### config.mk
export PLATFORM = sky130hd
export DESIGN_NAME = double_ended_queue
export DESIGN_NICKNAME = d
export VERILOG_FILES = /design/src/design/deq_pkg.sv /design/src/design/double_ended_queue.sv /design/src/design/deq_ram.sv
export SDC_FILE = /design/constraint.sdc
export NUM_CORES = 1
export LEC_CHECK = 0
export BUFFER_PORTS_ARGS = -buffer_cell sky130_fd_sc_hd__buf_4
export CELL_PAD_IN_SITES_DETAIL_PLACEMENT = 1
export CELL_PAD_IN_SITES_GLOBAL_PLACEMENT = 2
export CORE_ASPECT_RATIO = 0.7
export CORE_MARGIN = 5
export CORE_UTILIZATION = 45
export DETAILED_ROUTE_END_ITERATION = 12
export MAX_ROUTING_LAYER = met4
export PLACE_DENSITY = 0.9
export SKIP_LAST_GASP = 1
export SLEW_MARGIN = 0
export SYNTH_ARGS = -nofsm -noshare
export SYNTH_HDL_FRONTEND = slang
export SYNTH_SLANG_ARGS = --single-unit
### constraint.sdc
create_clock -name i_clk -period 5.3 [get_ports i_clk]
set_clock_uncertainty 0.2 [all_clocks]
set_input_delay 0.53 -clock i_clk [delete_from_list [all_inputs] [get_ports i_clk]]
set_output_delay 0.53 -clock i_clk [all_outputs]
set_load 0.1 [all_outputs]
### src/design/deq_pkg.sv
// shared types and constants for the double-ended queue
// no dependencies; imported by the top level

`default_nettype none

package deq_pkg;

    localparam int unsigned DEQ_DEPTH = 16;
    localparam int unsigned DEQ_DATA_W = 32;

    typedef enum logic [2:0] {
        OP_PUSH_BACK  = 3'd0,
        OP_PUSH_FRONT = 3'd1,
        OP_POP_BACK   = 3'd2,
        OP_POP_FRONT  = 3'd3,
        OP_CLEAR      = 3'd4
    } t_op;

    typedef enum logic [1:0] {
        ST_OK    = 2'd0,
        ST_EMPTY = 2'd1,
        ST_FULL  = 2'd2
    } t_status;

endpackage

`default_nettype wire

### src/design/double_ended_queue.sv
// bounded double-ended queue of signed 32-bit words held in a ring buffer
// depends on deq_pkg and deq_ram
//
// usage:
//   input channel (i_valid / o_stall) carries an operation code and a word:
//   push back, push front, pop back, pop front or clear. output channel
//   (o_valid / i_stall) returns one result per operation: the popped word
//   (zero unless a pop succeeded), a status (ok, pop on empty, push on full),
//   the entry count after the operation and an empty flag.
//   an accepted operation's result passes through the read stage (registered
//   ram read) and then the output register. one operation per cycle is
//   sustained while the receiver does not stall: the front index and the
//   count are updated at acceptance, and the entry ram is written or read at
//   the same edge, so the next operation sees the new state at once.
//   while the receiver stalls, the output word holds; o_stall rises only when
//   both the read stage and the output register are occupied.
//   reset empties the queue (front index and count go to zero) and drops any
//   result in flight; entry contents are not cleared and need not be.

`default_nettype none

module double_ended_queue #(
    parameter int unsigned DEPTH = deq_pkg::DEQ_DEPTH
) (
    input  wire logic                         i_clk,
    input  wire logic                         i_rst_n,
    input  wire logic                         i_valid,
    output logic                              o_stall,
    input  wire logic [2:0]                   i_func,
    input  wire logic signed [31:0]           i_value,
    output logic                              o_valid,
    input  wire logic                         i_stall,
    output logic signed [31:0]                o_popped_value,
    output logic [1:0]                        o_status,
    output logic [$clog2(DEPTH+1)-1:0]        o_entry_count,
    output logic                              o_is_empty
);

    import deq_pkg::*;

    localparam int unsigned AW = $clog2(DEPTH);
    localparam int unsigned CW = $clog2(DEPTH + 1);
    localparam int unsigned SW = CW + 1;

    // queue state
    logic [AW-1:0] r_front, n_front;
    logic [CW-1:0] r_count, n_count;

    // read stage
    logic          r_s1_vld;
    logic          r_s1_pop;
    t_status       r_s1_status;
    logic [CW-1:0] r_s1_count;
    t_status       n_status;
    logic          n_pop;

    // output register
    logic          r_o_vld;

    logic                  accept;
    logic                  out_free;
    logic                  s1_move;
    logic                  ram_we;
    logic                  ram_re;
    logic [AW-1:0]         ram_waddr;
    logic [AW-1:0]         ram_raddr;
    logic [DEQ_DATA_W-1:0] ram_rdata;

    logic [SW-1:0] base_sum;
    logic [SW-1:0] back_sum;
    logic [SW-1:0] last_sum;
    logic [AW-1:0] back_slot;
    logic [AW-1:0] last_slot;
    logic [AW-1:0] prev_front;
    logic [AW-1:0] next_front;
    logic          full;
    logic          empty;

    assign out_free = !r_o_vld || !i_stall;
    assign s1_move  = r_s1_vld && out_free;
    assign o_stall  = r_s1_vld && !out_free;
    assign accept   = i_valid && !o_stall;

    assign full  = (r_count == CW'(DEPTH));
    assign empty = (r_count == '0);

    // ring index arithmetic, sums stay below twice the depth
    assign base_sum  = SW'(r_front) + SW'(r_count);
    assign back_sum  = (base_sum >= SW'(DEPTH)) ? base_sum - SW'(DEPTH) : base_sum;
    assign last_sum  = (base_sum - SW'(1) >= SW'(DEPTH)) ?
                       base_sum - SW'(1) - SW'(DEPTH) : base_sum - SW'(1);
    assign back_slot = back_sum[AW-1:0];
    assign last_slot = last_sum[AW-1:0];
    assign prev_front = (r_front == '0) ? AW'(DEPTH - 1) : r_front - AW'(1);
    assign next_front = (r_front == AW'(DEPTH - 1)) ? '0 : r_front + AW'(1);

    always_comb begin
        n_front   = r_front;
        n_count   = r_count;
        n_status  = ST_OK;
        n_pop     = 1'b0;
        ram_we    = 1'b0;
        ram_re    = 1'b0;
        ram_waddr = back_slot;
        ram_raddr = r_front;
        unique case (t_op'(i_func))
            OP_PUSH_BACK: begin
                if (full) begin
                    n_status = ST_FULL;
                end else begin
                    ram_we    = accept;
                    ram_waddr = back_slot;
                    n_count   = r_count + CW'(1);
                end
            end
            OP_PUSH_FRONT: begin
                if (full) begin
                    n_status = ST_FULL;
                end else begin
                    ram_we    = accept;
                    ram_waddr = prev_front;
                    n_front   = prev_front;
                    n_count   = r_count + CW'(1);
                end
            end
            OP_POP_BACK: begin
                if (empty) begin
                    n_status = ST_EMPTY;
                end else begin
                    ram_re    = accept;
                    ram_raddr = last_slot;
                    n_pop     = 1'b1;
                    n_count   = r_count - CW'(1);
                end
            end
            OP_POP_FRONT: begin
                if (empty) begin
                    n_status = ST_EMPTY;
                end else begin
                    ram_re    = accept;
                    ram_raddr = r_front;
                    n_pop     = 1'b1;
                    n_front   = next_front;
                    n_count   = r_count - CW'(1);
                end
            end
            OP_CLEAR: begin
                n_front = '0;
                n_count = '0;
            end
            default: begin
            end
        endcase
    end

    deq_ram #(
        .WIDTH (DEQ_DATA_W),
        .DEPTH (DEPTH)
    ) u_entry_ram (
        .i_clk   (i_clk),
        .i_we    (ram_we),
        .i_waddr (ram_waddr),
        .i_wdata (i_value),
        .i_re    (ram_re),
        .i_raddr (ram_raddr),
        .o_rdata (ram_rdata)
    );

    always_ff @(posedge i_clk) begin
        if (!i_rst_n) begin
            r_front  <= '0;
            r_count  <= '0;
            r_s1_vld <= 1'b0;
            r_o_vld  <= 1'b0;
        end else begin
            if (accept) begin
                r_front <= n_front;
                r_count <= n_count;
            end
            if (accept) begin
                r_s1_vld <= 1'b1;
            end else if (s1_move) begin
                r_s1_vld <= 1'b0;
            end
            if (s1_move) begin
                r_o_vld <= 1'b1;
            end else if (out_free) begin
                r_o_vld <= 1'b0;
            end
        end
    end

    always_ff @(posedge i_clk) begin
        if (accept) begin
            r_s1_pop    <= n_pop;
            r_s1_status <= n_status;
            r_s1_count  <= n_count;
        end
        if (s1_move) begin
            // ram data is valid while the read stage holds
            o_popped_value <= r_s1_pop ? ram_rdata : '0;
            o_status       <= r_s1_status;
            o_entry_count  <= r_s1_count;
            o_is_empty     <= (r_s1_count == '0);
        end
    end

    assign o_valid = r_o_vld;

endmodule

`default_nettype wire

### src/design/deq_ram.sv
// generic single-write, single-read ram with registered read data
// no dependencies

`default_nettype none

module deq_ram #(
    parameter int unsigned WIDTH = 32,
    parameter int unsigned DEPTH = 16
) (
    input  wire logic                     i_clk,
    input  wire logic                     i_we,
    input  wire logic [$clog2(DEPTH)-1:0] i_waddr,
    input  wire logic [WIDTH-1:0]         i_wdata,
    input  wire logic                     i_re,
    input  wire logic [$clog2(DEPTH)-1:0] i_raddr,
    output logic      [WIDTH-1:0]         o_rdata
);

    logic [WIDTH-1:0] r_mem [DEPTH];

    always_ff @(posedge i_clk) begin
        if (i_we) begin
            r_mem[i_waddr] <= i_wdata;
        end
        if (i_re) begin
            o_rdata <= r_mem[i_raddr];
        end
    end

endmodule

`default_nettype wire
---- After elaboration in Yosys (flattened, before gate mapping) ----
Memory sizes are Yosys's and may differ from the RTL's. A register that Yosys moved wholly into a read port is not among the register bits.
Cells that the tools add are included.
storage, ports and cells
  memories kept ........................... 1
  word-level logic and storage cells ...... 76
  memory bits (writable) .................. 512
  ROM bits ................................ 0
  bits in latches ......................... 0
  output and inout bits ................... 42
  flip-flop bits (word level) ............. 59
  bits of input ports ..................... 39
operators by class
  reductions and logical operators ........ 18
  mux-type cells .......................... 28
  equality and inequality tests ........... 8
  bitwise logic cells ..................... 0
  shifts and indexed selects .............. 0
  multipliers ............................. 0
  div/mod/pow operators ................... 0
  order comparisons ....................... 2
  add/sub/neg operators ................... 8
memories
  name               depth  bits a word  read ports  clocked after Yosys merged registers in  wr ports  RTL line       text
  u_entry_ram.r_mem  16     32           1           1                                        1         deq_ram.sv:19  logic [WIDTH-1:0] r_mem [DEPTH];
operator list
  operator                                                               number
  4-bit 2-to-1 mux                                                       10
  5-bit one-hot mux with 3 select lines                                  1
  6-bit by 5-bit >= comparator with 1-bit output, second input constant  2
  1-bit 2-to-1 mux                                                       12
  4-bit one-hot mux with 3 select lines                                  1
  4-bit by 1-bit subtractor with 4-bit output, second input constant     3
  5-bit logical NOT                                                      2
  5-bit 2-to-1 mux                                                       2
  4-bit by 5-bit adder with 6-bit output                                 1
  3-bit by 2-bit == test with 1-bit output, second input constant        2
  6-bit by 1-bit subtractor with 6-bit output, second input constant     1
  5-bit by 1-bit adder with 5-bit output, second input constant          1
  5-bit == test, second input constant                                   1
  5-bit by 1-bit subtractor with 5-bit output, second input constant     1
  4-bit by 1-bit adder with 4-bit output, second input constant          1
  4-bit == test, second input constant                                   1
  1-bit logical NOT                                                      4
  4-bit logical NOT                                                      1
  2-bit != test, second input constant                                   2
  2-bit one-hot mux with 2 select lines                                  1
  4-bit AND reduction                                                    1
  2-bit nonzero test                                                     2
  2-bit OR reduction                                                     2
  3-bit by 1-bit == test with 1-bit output, second input constant        1
  6 further kinds                                                        8

---- Logic depth before layout (Yosys ltp) ----
  depth after elaboration ................. 10
  mapped depth ............................ 13
  gate-level depth less buffers ........... 10

---- By module ----
A second synthesis with hierarchy kept.
unflattened totals
  cell total of the unflattened synthesis .. 1,091
  area, all modules ....................... 23,030.8 sq um
by module, submodules not included
  module              seq. area each (sq um)  area each (sq um)  cells each  times used
  deq_ram             16,335.7                20,155.6           838         1
  double_ended_queue  1,661.6                 2,875.3            253         1

---- Least setup slack after synthesis ----
Ideal clock, no wire load.
  path type ............................... flip-flop to flip-flop
  from .................................... register r_o_vld (netlist: o_valid)
  to ...................................... register o_entry_count[0], enable pin
  setup slack ............................. 0.866 ns
  buffers on the path ..................... 0
  setup time .............................. 0.498 ns
  cell stages (with the launch flop) ...... 2
  required time ........................... 4.602 ns
  period minus slack after synthesis ...... 4.434 ns
  arrival time ............................ 3.736 ns
  path through ............................ dfxtp_1 > a21boi_0
on the way
  cells in the longest elaborated chain, start to end .. 3
ends and longest elaborated chain
  what                    RTL line                   text
  from (decl)             double_ended_queue.sv:58   logic r_o_vld;
  from (signal assigned)  double_ended_queue.sv:174  r_o_vld <= 1'b0;
  from (signal assigned)  double_ended_queue.sv:186  r_o_vld <= 1'b1;
  from (signal assigned)  double_ended_queue.sv:188  r_o_vld <= 1'b0;
  1-bit logical NOT       double_ended_queue.sv:79   assign out_free = !r_o_vld || !i_stall;
  1-bit logical OR        double_ended_queue.sv:79
  1-bit logical AND       double_ended_queue.sv:80   assign s1_move = r_s1_vld && out_free;
  net s1_move             double_ended_queue.sv:62   logic s1_move;
  to (signal assigned)    double_ended_queue.sv:203  o_entry_count <= r_s1_count;
  to (decl)               double_ended_queue.sv:35   output logic [$clog2(DEPTH+1)-1:0] o_entry_count,
The timed path passes the listed nets, and every way through them passes these cells.
A chain may end at the register's enable or synchronous reset.

---- Worst setup path in the final report ----
  from .................................... register r_front[1]
  to ...................................... register u_entry_ram.o_rdata[9], read port of u_entry_ram.r_mem (data pin)
on the way
  cells in the longest elaborated chain, start to end .. 6
  elaborated cells on any way between the ends .. 7
  classes of those cells .................. add/sub (3); order compare (1); mux (3)
ends and longest elaborated chain
  what                                                                                                           RTL line                                            text
  from (decl)                                                                                                    double_ended_queue.sv:46                            logic [AW-1:0] r_front, n_front;
  from (signal assigned)                                                                                         double_ended_queue.sv:177                           r_front <= n_front;
  4-bit by 5-bit adder with 6-bit output                                                                         double_ended_queue.sv:88                            assign base_sum = SW'(r_front) + SW'(r_count);
  6-bit by 1-bit subtractor with 6-bit output                                                                    double_ended_queue.sv:91                            base_sum - SW'(1) - SW'(DEPTH) : base_sum - SW'(1);
  6-bit by 5-bit >= comparator with 1-bit output or 4-bit by 1-bit subtractor with 4-bit output (tied branches)  double_ended_queue.sv:90, double_ended_queue.sv:91
  4-bit 2-to-1 mux                                                                                               double_ended_queue.sv:90                            assign last_sum = (base_sum - SW'(1) >= SW'(DEPTH)) ?
  4-bit 2-to-1 mux                                                                                               double_ended_queue.sv:127                           if (empty) begin
  4-bit 2-to-1 mux *                                                                                             n/a
  to (decl)                                                                                                      deq_ram.sv:16                                       output logic [WIDTH-1:0] o_rdata
Every way passes the cells marked *; elsewhere a longest branch is shown, timed or not.

==> impl_metrics.csv <==
group,metric,value,unit
setup_path,critPathArrivalTime,4.65,ns
yosys,synthesis.nets,1634,
die,die_area,57000,um2
die,initial_core_util,45.3,%
layout,final_area,26900,um2
min_path,hold_class,"in2reg",
setup_path,cp_top_family,"compound AO/OA/AOI/OAI gates",
clock_network,cts-resized-gates,0,
timing,setup_tns,0,ns
yosys,ys_seq_elements,603,
layout,final_common_cell,"edfxtp_1",
setup_path,cp_max_fo,25,
timing,period_share,82.7,%
timing,hold_viol,0,
layout,post-route-util,51.9,%
layout,area_growth,14.6,%
placed_design,gp_congestion,0.784,
clock_network,clockBufferDepth,3,
route,viasPerCell,6.06,
layout,nets,1716,
yosys,yosys_warnings,0,
die,die_h,201,um
clock_network,cts_tree,"yes",
grt,globalRouteOverflowTotal,0,
clock_network,clk_latency,0.62,ns
power_and_ir_drop,leakage,9.29,nW
setup_path,cp-end-kind,"flip-flop",
power_and_ir_drop,power.density,382,nW/um2
route,num_vias,14500,
setup_path,regToRegSetupSlack,0.92,ns
yosys,synth_flop_cell,"edfxtp_1",
power_and_ir_drop,total_power,10.3,mW
timing,finalMaxSlewViolations,0,
flow_run,max_cap_viol_count,0,
yosys,synth_area,23500,um2
power_and_ir_drop,pwr-share-comb,10.0,%
route,wl,66000,um
setup_path,path_buf_inv,2,
power_and_ir_drop,p_sw,2.53,mW
route,routedWlPerCell,27.6,um
route,route.detailed.drc,0,
route,drtAntennaViolNets,0,
yosys,syn_inst,1586,
timing,final-setup-viol-count,0,
clock_network,cts_max_level,2,
timing,worst_pin_slew,1.25,ns
clock_network,clk_pin_slew,0.07,ns
yosys,ys_types,56,
layout,layout-drive-gt1-share,13.7,%
clock_network,cts_made_buffers,55,
setup_path,cp.required,5.57,ns
placed_design,place_area,25200,um2
layout,mostFrequentLayoutCells,"edfxtp_1 (592), nand2_1 (364), a21oi_1 (153)",
grt,grt_max_degree,81,
power_and_ir_drop,p_clk_share,37.9,%
yosys,synth_edf_count,592,
power_and_ir_drop,switching_share,24.5,%
yosys,yosysSeqAreaShare,76.5,%
die,num_rows,70,
power_and_ir_drop,vdd_ir_drop_max,0.247,mV
timing,clock.fmax,0.228,GHz
setup_path,cp_slowest_cell,"fa_1",
clock_network,root_buffer,"clkbuf_16",
yosys,syn_avg_cell_area,14.8,um2
die,num_io_pins,81,
route,drtPass1Iterations,7,
timing,period_minus_slack,4.38,ns
setup_path,cp-start-kind,"flip-flop",
grt,grt_pass1_wl,98900,um
die,die-width,283,um
die,core,51900,um2
placed_design,portBuffers,80,
grt,track_usage,23.5,%
grt,antenna_found_initial,1,
setup_path,slowest_delay,0.71,ns
placed_design,hpwl,38000,um
timing,holdWs,0.0265,ns
setup_path,path_cells,"fa_1 > inv_1 > ha_1 > xnor2_1 > nor3_1 > a31oi_4 > buf_12 > a21oi_1 > a221oi_1 > a32o_1",
setup_path,critPathKind,"reg2reg",
timing,max-slew-margin-rel,16.8,%
yosys,async_flop_share,0,%
power_and_ir_drop,p_int,7.77,mW
route,drtIter0Drc,1689,
outcome,run_status,"complete, no violations",
grt,grt_pass1_vias,15300,
power_and_ir_drop,seqPwrFrac,52.1,%
clock_network,cts_num_sinks,603,
timing,grt_setup_unrepaired,"no",
## registers in the layout, summed over array words and instances, names as in the netlist, 2 cells and up
name,count
r_s1_count,5
u_entry_ram.r_mem,512
o_entry_count,5
r_s1_status,2
r_count,5
r_front,4
o_popped_value,32
u_entry_ram.o_rdata,32
o_status,2
## path summary, 6_finish.rpt
path                                      from  cells after the start                  endpoint
worst max-delay path                r_front[1]                     10    u_entry_ram.o_rdata[9]
worst min-delay path               i_value[17]                      1  u_entry_ram.r_mem[7][17]
worst max register to register      r_front[1]                     10    u_entry_ram.o_rdata[9]
worst min register to register  r_s1_status[1]                      0               o_status[1]
## cells by family after synthesis
logic type,Yosys count,share of synthesized area [%]
flip-flops,603,76.5
AND/OR/NAND/NOR,479,8.54
AO/OA/AOI/OAI,350,10.6
adder cells (fa/ha/maj),9,0.511
XOR/XNOR,7,0.261
buffers and inverters,114,2.49
multiplexers,24,1.03
## area by class of cell
type	count	area [um2]
timing repair buffer	125	1170
sequential	603	18000
fill	5002	25000
antenna	1	2.50
clock buffer	68	1460
clock inverter	33	272
inverter	14	52.6
tap	684	856
multi-input combinational	869	5140
## metal layers
layer | global-route usage (%) | part of all wire [%] | up-vias
li1 | - | - | 6252
met1 | 32.0 | 43 | 7615
met2 | 37.1 | 48 | 548
met3 | 4.29 | 6.7 | 104
met4 | 5.93 | 2.3 | 0
met5 | - | 0 | -
## power groups by stage
stage / clock (mW) / combinational [mW] / sequential, mW
4_1_cts: 3.96 / 1.03 / 5.36
5_1_grt: 4.19 / 1.10 / 5.36
2_1_floorplan: 0 / 0.558 / 5.55
6_report: 3.90 / 1.03 / 5.36
3_5_place_dp: 0 / 1.02 / 5.46
3_3_place_gp: 0 / 0.965 / 5.46
## cell usage after synthesis (12+ instances only)
cell / number / area share, %
edfxtp_1: 592 / 76
nand2_1: 365 / 5.8
a21oi_1: 153 / 3.3
a32oi_1: 92 / 3.4
buf_2: 51 / 1.1
and2_1: 34 / 0.90
nor2_1: 33 / 0.53
a221oi_1: 31 / 1.2
a32o_1: 31 / 1.3
clkbuf_1: 30 / 0.48
mux2i_1: 22 / 0.94
nand3_1: 16 / 0.34
inv_1: 12 / 0.19
## repair_timing
item                       in CTS  in global routing
hold endpoints to repair       65                  0
buffers inserted                0                  0
hold buffers                    6                  0
setup endpoints to repair       0                  0
## per-stage QoR
step | instances | setup slack (ns)
floorplan | 1586 | 0.866
global placement | 2289 | 1.22
detailed placement | 2289 | 0.930
CTS | 2396 | 0.919
global route | 2397 | 0.697
finish | 2397 | 0.919
Note: power is estimated with default switching activity, not from simulation.
